`config.mk`:
```
export PLATFORM = sky130hd
export DESIGN_NAME = control_frame_validator
export DESIGN_NICKNAME = d
export VERILOG_FILES = /design/src/rtl/cfv_pkg.sv /design/src/rtl/control_frame_validator.sv
export SDC_FILE = /design/constraint.sdc
export NUM_CORES = 1
export LEC_CHECK = 0
export BUFFER_PORTS_ARGS = -buffer_cell sky130_fd_sc_hd__buf_2
export CAP_MARGIN = 10
export CORE_MARGIN = 4
export CORE_UTILIZATION = 45
export DETAILED_ROUTE_END_ITERATION = 6
export PLACE_DENSITY = 0.68
export SETUP_SLACK_MARGIN = 0.4
export SLEW_MARGIN = 40
export SYNTH_ARGS = -nofsm -noshare
export SYNTH_HDL_FRONTEND = slang
export SYNTH_SLANG_ARGS = --single-unit
```
`constraint.sdc`:
```
create_clock -name clk -period 10 [get_ports clk]
set_input_delay 1 -clock clk [delete_from_list [all_inputs] [get_ports clk]]
set_output_delay 1 -clock clk [all_outputs]
set_load 0.005 [all_outputs]
```
`src/rtl/cfv_pkg.sv`:
```
// cfv_pkg: types, codes and the crc step for the control frame validator
// depends on nothing; imported by control_frame_validator
`default_nettype none

package cfv_pkg;

    // frame layout
    localparam int FRAME_BYTES = 16;
    localparam int COUNT_W     = $clog2(FRAME_BYTES + 1);
    localparam int INDEX_W     = $clog2(FRAME_BYTES);
    localparam int CRC_SPAN    = 14;

    // crc-16/ccitt-false
    localparam logic [15:0] CRC_POLY = 16'h1021;
    localparam logic [15:0] CRC_INIT = 16'hFFFF;

    // header bytes
    localparam logic [7:0] MAGIC_M   = 8'h4D;
    localparam logic [7:0] MAGIC_0   = 8'h30;
    localparam logic [7:0] MAGIC_K   = 8'h4B;
    localparam logic [7:0] MAGIC_P   = 8'h50;
    localparam logic [7:0] MAGIC_C   = 8'h43;
    localparam logic [7:0] VERSION   = 8'd1;

    // key and panel field codes
    localparam logic [7:0] KEY_DOWN     = 8'd1;
    localparam logic [7:0] KEY_UP       = 8'd2;
    localparam logic [7:0] TGT_SWITCH   = 8'd1;
    localparam logic [7:0] TGT_BUZZER   = 8'd2;
    localparam logic [7:0] TGT_MODE     = 8'd3;
    localparam logic [7:0] MODE_NORMAL  = 8'd0;
    localparam logic [7:0] MODE_ALT     = 8'd11;

    // configuration register indexes
    localparam int          CFG_ADDR_W  = 4;
    localparam logic [1:0]  REG_SERVER_IP   = 2'd0;
    localparam logic [1:0]  REG_SERVER_PORT = 2'd1;
    localparam logic [1:0]  REG_MAX_KEY     = 2'd2;
    localparam logic [7:0]  MAX_KEY_RESET   = 8'd10;

    // verdict codes
    typedef enum logic [3:0] {
        VERDICT_KEY        = 4'd0,
        VERDICT_SWITCH     = 4'd1,
        VERDICT_BUZZER     = 4'd2,
        VERDICT_MODE       = 4'd3,
        VERDICT_LENGTH     = 4'd4,
        VERDICT_HEADER     = 4'd5,
        VERDICT_CRC        = 4'd6,
        VERDICT_KEY_FIELDS = 4'd7,
        VERDICT_PANEL      = 4'd8
    } verdict_t;

    // input beat
    typedef struct packed {
        logic [7:0]  data_byte;
        logic        last_byte;
        logic [31:0] source_ip;
        logic [15:0] source_port;
    } byte_beat_t;

    // result beat
    typedef struct packed {
        logic [3:0]  verdict;
        logic [7:0]  target;
        logic [7:0]  action;
        logic [7:0]  value;
        logic [31:0] cmd_word;
        logic [15:0] frame_crc;
        logic [15:0] computed_crc;
    } result_beat_t;

    // one byte through the crc, msb first, eight shift steps
    function automatic logic [15:0] crc_feed(input logic [15:0] crc_in,
                                             input logic [7:0]  data_in);
        logic [15:0] crc;
        crc = crc_in ^ {data_in, 8'h00};
        for (int b = 0; b < 8; b++)
        begin
            if (crc[15])
                crc = {crc[14:0], 1'b0} ^ CRC_POLY;
            else
                crc = {crc[14:0], 1'b0};
        end
        return crc;
    endfunction

endpackage

`default_nettype wire

```
`src/rtl/control_frame_validator.sv`:
```
// control_frame_validator: checks 16-byte control datagrams byte by byte
// depends on cfv_pkg for beat types, verdict codes and the crc step
//
// usage:
//   byte channel (byte_valid/byte_stall/byte_data) takes one datagram byte per
//   beat; last_byte marks the final byte, source_ip/source_port are sampled
//   with it. bytes past the sixteenth are dropped, the frame still counts.
//   result channel (result_valid/result_stall/result_data) gives one verdict
//   beat for each last byte, none for other bytes.
//   the last byte is stored with pending_reg set, then judged into the output
//   register once that register is free.
//   throughput: one byte per clock while byte_stall is low; the crc step is one
//   byte wide and done in the same cycle the byte is taken.
//   when the receiver stalls, the result holds in the output register; a
//   second finished frame waits in the judge stage and byte_stall rises only
//   while both are occupied.
//   reset clears the byte count, pending and valid flags, loads the crc with
//   CRC_INIT and the register defaults (server_ip 0, server_port 0, max_key 10).
//   configuration: apb-style port, registers at byte addresses 0, 4 and 8, to be
//   written only while no frame is in flight; the block does not enforce it.
`default_nettype none

module control_frame_validator (
    input  wire logic                             clk,
    input  wire logic                             rst_n,
    // byte channel
    input  wire logic                             byte_valid,
    output      logic                             byte_stall,
    input  wire cfv_pkg::byte_beat_t              byte_data,
    // result channel
    output      logic                             result_valid,
    input  wire logic                             result_stall,
    output      cfv_pkg::result_beat_t            result_data,
    // configuration port
    input  wire logic                             psel,
    input  wire logic                             penable,
    input  wire logic                             pwrite,
    input  wire logic [cfv_pkg::CFG_ADDR_W-1:0]   paddr,
    input  wire logic [31:0]                      pwdata,
    output      logic [31:0]                      prdata,
    output      logic                             pready
);
    import cfv_pkg::*;

    // configuration registers
    logic [31:0] server_ip_reg;
    logic [15:0] server_port_reg;
    logic [7:0]  max_key_reg;

    // frame collection state
    logic [COUNT_W-1:0] byte_count_reg, byte_count_next;
    logic [15:0]        crc_reg, crc_next, crc_base;
    logic [7:0]         store_reg [FRAME_BYTES];
    logic               pending_reg;
    logic               frame_ok_reg, frame_ok_next;

    // output register
    logic               out_valid_reg;
    result_beat_t       out_beat_reg, out_beat_next;

    logic               byte_accept;
    logic               out_free;
    logic               cfg_write;
    logic [1:0]         cfg_index;

    assign pready    = 1'b1;
    assign cfg_write = psel && penable && pwrite && pready;
    assign cfg_index = paddr[3:2];

    // register write
    always_ff @(posedge clk or negedge rst_n)
    begin
        if (!rst_n)
        begin
            server_ip_reg   <= '0;
            server_port_reg <= '0;
            max_key_reg     <= MAX_KEY_RESET;
        end
        else if (cfg_write)
        begin
            unique case (cfg_index)
                REG_SERVER_IP:   server_ip_reg   <= pwdata;
                REG_SERVER_PORT: server_port_reg <= pwdata[15:0];
                REG_MAX_KEY:     max_key_reg     <= pwdata[7:0];
                default:         ;
            endcase
        end
    end

    // register read
    always_comb
    begin
        unique case (cfg_index)
            REG_SERVER_IP:   prdata = server_ip_reg;
            REG_SERVER_PORT: prdata = {16'h0000, server_port_reg};
            REG_MAX_KEY:     prdata = {24'h000000, max_key_reg};
            default:         prdata = '0;
        endcase
    end

    // handshake: hold off bytes only while a judged frame cannot move on
    assign out_free    = !out_valid_reg || !result_stall;
    assign byte_stall  = pending_reg && !out_free;
    assign byte_accept = byte_valid && !byte_stall;

    // byte count, crc and length/source check for the incoming beat
    always_comb
    begin
        crc_base        = (byte_count_reg == '0) ? CRC_INIT : crc_reg;
        crc_next        = crc_base;
        byte_count_next = byte_count_reg;
        if (byte_count_reg < COUNT_W'(FRAME_BYTES))
        begin
            if (byte_count_reg < COUNT_W'(CRC_SPAN))
                crc_next = crc_feed(crc_base, byte_data.data_byte);
            byte_count_next = byte_count_reg + COUNT_W'(1);
        end
        frame_ok_next = (byte_count_next == COUNT_W'(FRAME_BYTES))
                     && (byte_data.source_ip == server_ip_reg)
                     && (byte_data.source_port == server_port_reg);
    end

    // collection control state
    always_ff @(posedge clk or negedge rst_n)
    begin
        if (!rst_n)
        begin
            byte_count_reg <= '0;
            crc_reg        <= CRC_INIT;
            pending_reg    <= 1'b0;
        end
        else
        begin
            if (byte_accept)
            begin
                crc_reg        <= crc_next;
                byte_count_reg <= byte_data.last_byte ? '0 : byte_count_next;
            end
            if (byte_accept && byte_data.last_byte)
                pending_reg <= 1'b1;
            else if (out_free)
                pending_reg <= 1'b0;
        end
    end

    // frame bytes and length/source flag
    always_ff @(posedge clk)
    begin
        if (byte_accept && (byte_count_reg < COUNT_W'(FRAME_BYTES)))
            store_reg[byte_count_reg[INDEX_W-1:0]] <= byte_data.data_byte;
        if (byte_accept && byte_data.last_byte)
            frame_ok_reg <= frame_ok_next;
    end

    // judge the stored frame
    always_comb
    begin
        logic        head;
        logic        is_key;
        logic        panel_frame;
        logic [15:0] rx_crc;
        verdict_t    verdict;

        head        = (store_reg[0] == MAGIC_M) && (store_reg[1] == MAGIC_0)
                   && (store_reg[3] == MAGIC_C);
        is_key      = head && (store_reg[2] == MAGIC_K);
        panel_frame = head && (store_reg[2] == MAGIC_P);
        rx_crc      = {store_reg[14], store_reg[15]};

        priority if (!is_key && !panel_frame || store_reg[4] != VERSION
                     || store_reg[12] != 8'h00 || store_reg[13] != 8'h00)
            verdict = VERDICT_HEADER;
        else if (rx_crc != crc_reg)
            verdict = VERDICT_CRC;
        else if (is_key)
        begin
            if (store_reg[5] == 8'h00 || store_reg[5] > max_key_reg
                || (store_reg[6] != KEY_DOWN && store_reg[6] != KEY_UP)
                || store_reg[7] != 8'h00)
                verdict = VERDICT_KEY_FIELDS;
            else
                verdict = VERDICT_KEY;
        end
        else if (store_reg[5] == TGT_SWITCH && store_reg[7] <= 8'd1)
            verdict = VERDICT_SWITCH;
        else if (store_reg[5] == TGT_BUZZER && store_reg[6] == 8'h00
                 && store_reg[7] <= 8'd1)
            verdict = VERDICT_BUZZER;
        else if (store_reg[5] == TGT_MODE
                 && (store_reg[6] == MODE_NORMAL || store_reg[6] == MODE_ALT)
                 && store_reg[7] == 8'h00)
            verdict = VERDICT_MODE;
        else
            verdict = VERDICT_PANEL;

        out_beat_next = '0;
        if (!frame_ok_reg)
            out_beat_next.verdict = VERDICT_LENGTH;
        else
        begin
            out_beat_next.verdict      = verdict;
            out_beat_next.target       = store_reg[5];
            out_beat_next.action       = store_reg[6];
            out_beat_next.value        = store_reg[7];
            out_beat_next.cmd_word     = {store_reg[8], store_reg[9],
                                          store_reg[10], store_reg[11]};
            out_beat_next.frame_crc    = rx_crc;
            out_beat_next.computed_crc = crc_reg;
        end
    end

    // output register
    always_ff @(posedge clk or negedge rst_n)
    begin
        if (!rst_n)
            out_valid_reg <= 1'b0;
        else if (out_free)
            out_valid_reg <= pending_reg;
    end

    always_ff @(posedge clk)
    begin
        if (out_free && pending_reg)
            out_beat_reg <= out_beat_next;
    end

    assign result_valid = out_valid_reg;
    assign result_data  = out_beat_reg;

    // checks
    a_stall_only_when_full: assert property (@(posedge clk) disable iff (!rst_n)
        byte_stall |-> (pending_reg && result_valid && result_stall))
        else $error("byte_stall raised with a free result path");

    a_last_sets_pending: assert property (@(posedge clk) disable iff (!rst_n)
        (byte_accept && byte_data.last_byte) |=> (pending_reg && byte_count_reg == '0))
        else $error("last byte did not close the frame");

    a_count_bound: assert property (@(posedge clk) disable iff (!rst_n)
        byte_count_reg <= COUNT_W'(FRAME_BYTES))
        else $error("byte count past frame length");

    a_length_reject_zero: assert property (@(posedge clk) disable iff (!rst_n)
        (result_valid && result_data.verdict == VERDICT_LENGTH)
            |-> (result_data.cmd_word == '0 && result_data.computed_crc == '0))
        else $error("length reject carries frame fields");

    a_verdict_range: assert property (@(posedge clk) disable iff (!rst_n)
        result_valid |-> (result_data.verdict <= VERDICT_PANEL))
        else $error("verdict code out of range");

endmodule

`default_nettype wire

```
Yosys cells after proc, flatten, opt, wreduce, memory -nomap -nowiden

Memory sizes are Yosys's and may differ from the RTL's. A register that Yosys moved wholly into a read port is not among the register bits.
Index checks and enable logic that the tools add are counted.

Register bits: 140
Memory bits (writable): 128
Output and inout bits: 127
Logic and storage cells: 141
Memories kept: 1

Memory list:

| memory    | depth | width | read ports | clocked after memory_dff | wr ports | line                          | source |
|---|---|---|---|---|---|---|---|
| store_reg | 16    | 8     | 16         | 4                        | 1        | control_frame_validator.sv:53 | `logic [7:0] store_reg [FRAME_BYTES];` |

Add/sub/neg operators: 1
Order comparisons: 4
Equal/unequal tests: 18
Mux-type cells: 39
Bitwise operators: 10
Reduce and logical (&&, ||, !) cells: 52

Operators by type and width:

| cell                 | number |
|---|---|
| $mux W16             | 17 |
| $mux W13             | 8 |
| $pmux W32 S3         | 1 |
| $eq A32 B32 Y1       | 1 |
| $eq A8 B7 Y1 const B | 4 |
| $logic_not A8 Y1     | 3 |
| $not A3 Y3           | 8 |
| $reduce_bool A8 Y1   | 3 |
| $logic_and A1 B1 Y1  | 20 |
| $eq A16 B16 Y1       | 1 |
| $eq A8 B2 Y1 const B | 2 |
| $mux W4              | 4 |
| $ne A16 B16 Y1       | 1 |
| $ne A8 B1 Y1 const B | 2 |
| $xor A16 B16 Y16     | 1 |
| $logic_not A1 Y1     | 10 |
| $mux W5              | 2 |
| $eq A8 B1 Y1 const B | 1 |
| $eq A8 B4 Y1 const B | 1 |
| $eq A8 B6 Y1 const B | 1 |
| $gt A8 B8 Y1         | 1 |
| $le A8 B1 Y1 const B | 1 |
| $logic_or A1 B1 Y1   | 8 |
| $ne A8 B2 Y1 const B | 1 |
| 16 further kinds     | 22 |

Depth between registers and ports, before layout

Depth after elaboration: 35
Mapped depth: 8

Worst setup path after synthesis

Ideal clock, no wire load.

Kind: input to register
Start point: input port result_stall
End point: register out_beat_reg, in the netlist result_data[0], enable pin
Setup time: 0.682 ns
Arrival time: 7.674 ns
Required time: 9.318 ns
Setup slack: 1.644 ns
Stages on the path: 1
Cell sequence: a21boi_0

Longest elaborated chain between the ends: 3

Ends and longest elaborated chain:

| element              | line                           | source |
|---|---|---|
| from (decl)          | control_frame_validator.sv:32  | `input wire logic result_stall,` |
| $logic_not A1 Y1     | control_frame_validator.sv:102 | `assign out_free = !out_valid_reg \|\| !result_stall;` |
| $logic_or A1 B1 Y1   | control_frame_validator.sv:102 |  |
| $logic_and A1 B1 Y1  | control_frame_validator.sv:223 | `if (out_free && pending_reg)` |
| to (signal assigned) | control_frame_validator.sv:224 | `out_beat_reg <= out_beat_next;` |
| to (decl)            | control_frame_validator.sv:59  | `result_beat_t out_beat_reg, out_beat_next;` |

Every way passes these cells.
A chain may end at the register's enable or synchronous reset.

Worst setup path after layout

Start point: input port paddr[2] (netlist bit)
End point: output port prdata[3]

Longest elaborated chain between the ends: 2
Elaborated cells between the ends (all ways): 4
Classes of those cells: eq/ne (2); mux (1); reduce/logical (1)

Ends and longest elaborated chain:

| element                                    | line                          | source |
|---|---|---|
| from (decl)                                | control_frame_validator.sv:38 | `input wire logic [cfv_pkg::CFG_ADDR_W-1:0] paddr,` |
| $eq A2 B2 Y1, or another cell as far along | control_frame_validator.sv:93 | `unique case (cfg_index)` |
| $pmux W32 S3 (*)                           | control_frame_validator.sv:93 |  |
| to (decl)                                  | control_frame_validator.sv:40 | `output logic [31:0] prdata,` |

Mark *: on every way between the ends. The rest lies on a longest branch, timed or not.

==> flow_summary_export.csv <==
group,metric,value,unit
final_layout,instances_no_fill,1492,
route,viasPerCell,5.034,
yosys,synth.avg_cell_area,14.41,µm²
final_layout,fin_nets,1210,
sta,worstMarginPinSlew,0.8533,ns
floorplan,start_util,0.4615,
grt,grt_max_degree,91,
worst_setup_path,crit_path_end_kind,"primary output",
clock_network,tritoncts,"built",
route,dr.pass1.iters,5,
worst_setup_path,cp-start-kind,"input pin",
route,drt-total-wl,28.24,mm
worst_setup_path,r2r-start,"store_reg[2][1]$_DFFE_PP_",
clock_network,root_buffer,"clkbuf_16",
grt,first_global_vias,7739,
yosys,yosysWarnings,0,
min_path,min_path_type,"in2async",
final_layout,drive_gt1_frac,0.3107,
job,cap_violations,0,
final_layout,largest_reg_flops,128,
clock_network,clock_latency,0.56,ns
clock_network,cts_buffers,31,
sta,setup_viol,0,
final_layout,area_growth_syn_to_layout,20.52,%
worst_setup_path,required,9.00,ns
sta,fin_skew,0.01219,ns
worst_setup_path,critPathMaxFanout,21,
sta,hold_violations,0,
yosys,async_flop_share,0.2633,
clock_network,cts-hold-fix-buffers,0,
yosys,synth_edf_count,221,
clock_network,clk_pin_slew_worst_paths,0.06,ns
clock_network,clock-sinks,300,
yosys,netlist_instances,870,
place,place_inst,1437,
sta,grt_setup_unrepaired,"false",
route,wl_per_cell,18.93,µm
worst_setup_path,cp_data_arrival_time,2.46,ns
floorplan,core_region_area,27180,µm²
route,route.detailed.drc,0,
yosys,synth_area,12540,µm²
place,dp.final_hpwl,19.07,mm
floorplan,die_area,30600,µm²
route,vias,7510,
power_and_ir_drop,peakVddDrop,143.1,µV
sta,fin_crit_sh,0.3458,
sta,slew_headroom,0.4273,
clock_network,post_cts_buffers,0,
grt,grtUsageTotal,0.1824,
sta,report.final.slew_viol_count,0,
floorplan,pin_count,227,
yosys,seq_area_frac_synth,0.6886,
yosys,ys_types,58,
sta,min_period,3.458,ns
floorplan,die_h,174.9,µm
sta,tns,0,ns
worst_setup_path,startpoint,"paddr[2]",
place,place.gp.congestion,0.8091,
power_and_ir_drop,cellPowerDensity,217.1,nW/µm²
status,outcome,"finished, final reports clean",
yosys,synthesis.nets,982,
final_layout,fin_area,15110,µm²
worst_setup_path,worstSetupPathType,"in2out",
place,placed_cell_area,14070,µm²
final_layout,antenna_cells,0,
grt,grt_overflow,0,
clock_network,cts.htree.levels,1,
route,drt_iter0_markers,491,
grt,grt_pass1_wl,44.19,mm
route,antenna_left,0,
sta,max_freq,289.2,MHz
floorplan,rows,60,
power_and_ir_drop,power.static_leakage,5.960,nW
floorplan,fp.dieW,174.9,µm
place,port_buffers,223,
clock_network,ctsResizeCount,0,
yosys,synth-seq-cells,300,
clock_network,clock_path_buffers,3,
yosys,ys.flop_type,"edfxtp_1",
grt,antenna_found_initial,4,
-- stage by stage --
step / worst slack [ns] / hold WS (ns) / power (mW) / util
global route: 6.446 / 0.5092 / 3.431 / 0.5562
detailed placement: 6.562 / 0.4906 / 2.135 / 0.5177
CTS: 6.554 / 0.5001 / 3.312 / 0.5560
finish: 6.542 / 0.4663 / 3.281 / 0.5562
global placement: 6.583 / 0.4765 / 2.123 / 0.5174
floorplan: 1.644 / 0.4434 / 1.949 / -
-- where the power goes --
| part | switching (mW) | total [mW] | internal (mW) |
|---|---|---|---|
| Sequential | 0.129 | 1.63 | 1.50 |
| Combinational | 0.245 | 0.480 | 0.235 |
| Clock | 0.468 | 1.17 | 0.704 |
| Total | 0.842 | 3.28 | 2.44 |
-- cell usage in the layout, fill, tap and decap left out, drive strengths merged, types with 8 or more instances in the layout --
master	Yosys	final
and2	116	116
inv	13	14
nor2	33	33
nand3	8	8
clkinv	0	10
clkbuf	32	38
mux2	49	49
o21ai	33	33
xor2	60	60
nand2	48	48
mux2i	17	17
xnor2	39	39
nor4	27	27
dfstp	18	18
ha	12	12
edfxtp	221	221
nand4	13	13
dfrtp	61	61
buf	2	228
nor3	8	8
-- per-layer routing --
layer	GRT usage	wire (µm)	up-vias
met4	0.03502	372	8
met3	0.04241	1833	38
met5	0	48	-
li1	-	-	3591
met2	0.3022	13580	258
met1	0.2508	12410	3615
-- kinds of logic after synthesis --
group / synth area share
AO/OA/AOI/OAI: 0.02614
AND/OR/NAND/NOR: 0.1319
multiplexers: 0.05757
buffers and inverters: 0.01437
adder cells (fa/ha/maj): 0.01197
flip-flops: 0.6886
XOR/XNOR: 0.06914
other: 0.0002990
-- synthesized netlist by cell type, types with 8 or more instances --
| library cell | n | share of area |
|---|---|---|
| xor2_1 | 60 | 0.042 |
| clkbuf_1 | 32 | 0.0096 |
| o21ai_1 | 26 | 0.010 |
| and2_1 | 116 | 0.058 |
| nor4_1 | 26 | 0.013 |
| ha_1 | 12 | 0.012 |
| nor3_1 | 8 | 0.0032 |
| edfxtp_1 | 221 | 0.53 |
| mux2_2 | 46 | 0.041 |
| nand2_1 | 48 | 0.014 |
| mux2i_1 | 17 | 0.014 |
| inv_1 | 12 | 0.0036 |
| nand4_1 | 13 | 0.0065 |
| dfstp_2 | 18 | 0.038 |
| nand3_1 | 8 | 0.0032 |
| xnor2_1 | 39 | 0.027 |
| dfrtp_1 | 61 | 0.12 |
| nor2_1 | 33 | 0.0099 |
-- path summary, 6_finish.rpt --
| check | end | slack [ns] | cells after the start |
|---|---|---|---|
| max | prdata[3] | 6.54 | 5 |
| min | server_ip_reg[10]$_DFFE_PN0P_ | 0.47 | 1 |
| max reg2reg | result_data[88]$_SDFFCE_PN0P_ | 7.33 | 5 |
| min reg2reg | crc_reg[9]$_DFFE_PN1P_ | 0.50 | 2 |
| max in group asynchronous | byte_count_reg[0]$_DFFE_PN0P_ | 9.04 | 1 |
| min in group clk | crc_reg[9]$_DFFE_PN1P_ | 0.50 | 2 |
-- critical path, stage by stage --
cell and delay, ns:
buf_2 0.43, nor2b_1 0.59, nand2_1 0.11, o21ai_1 0.16, buf_2 0.16
-- layout make-up --
type / count / area (µm²)
clock inverter: 18 / 232.7
tap: 372 / 465.4
multi-input combinational: 523 / 3750
clock buffer: 37 / 808.3
timing repair buffer: 229 / 1174
inverter: 13 / 48.80
sequential: 300 / 8636
fill: 2277 / 12060
Power figures use the tool's default switching activity.
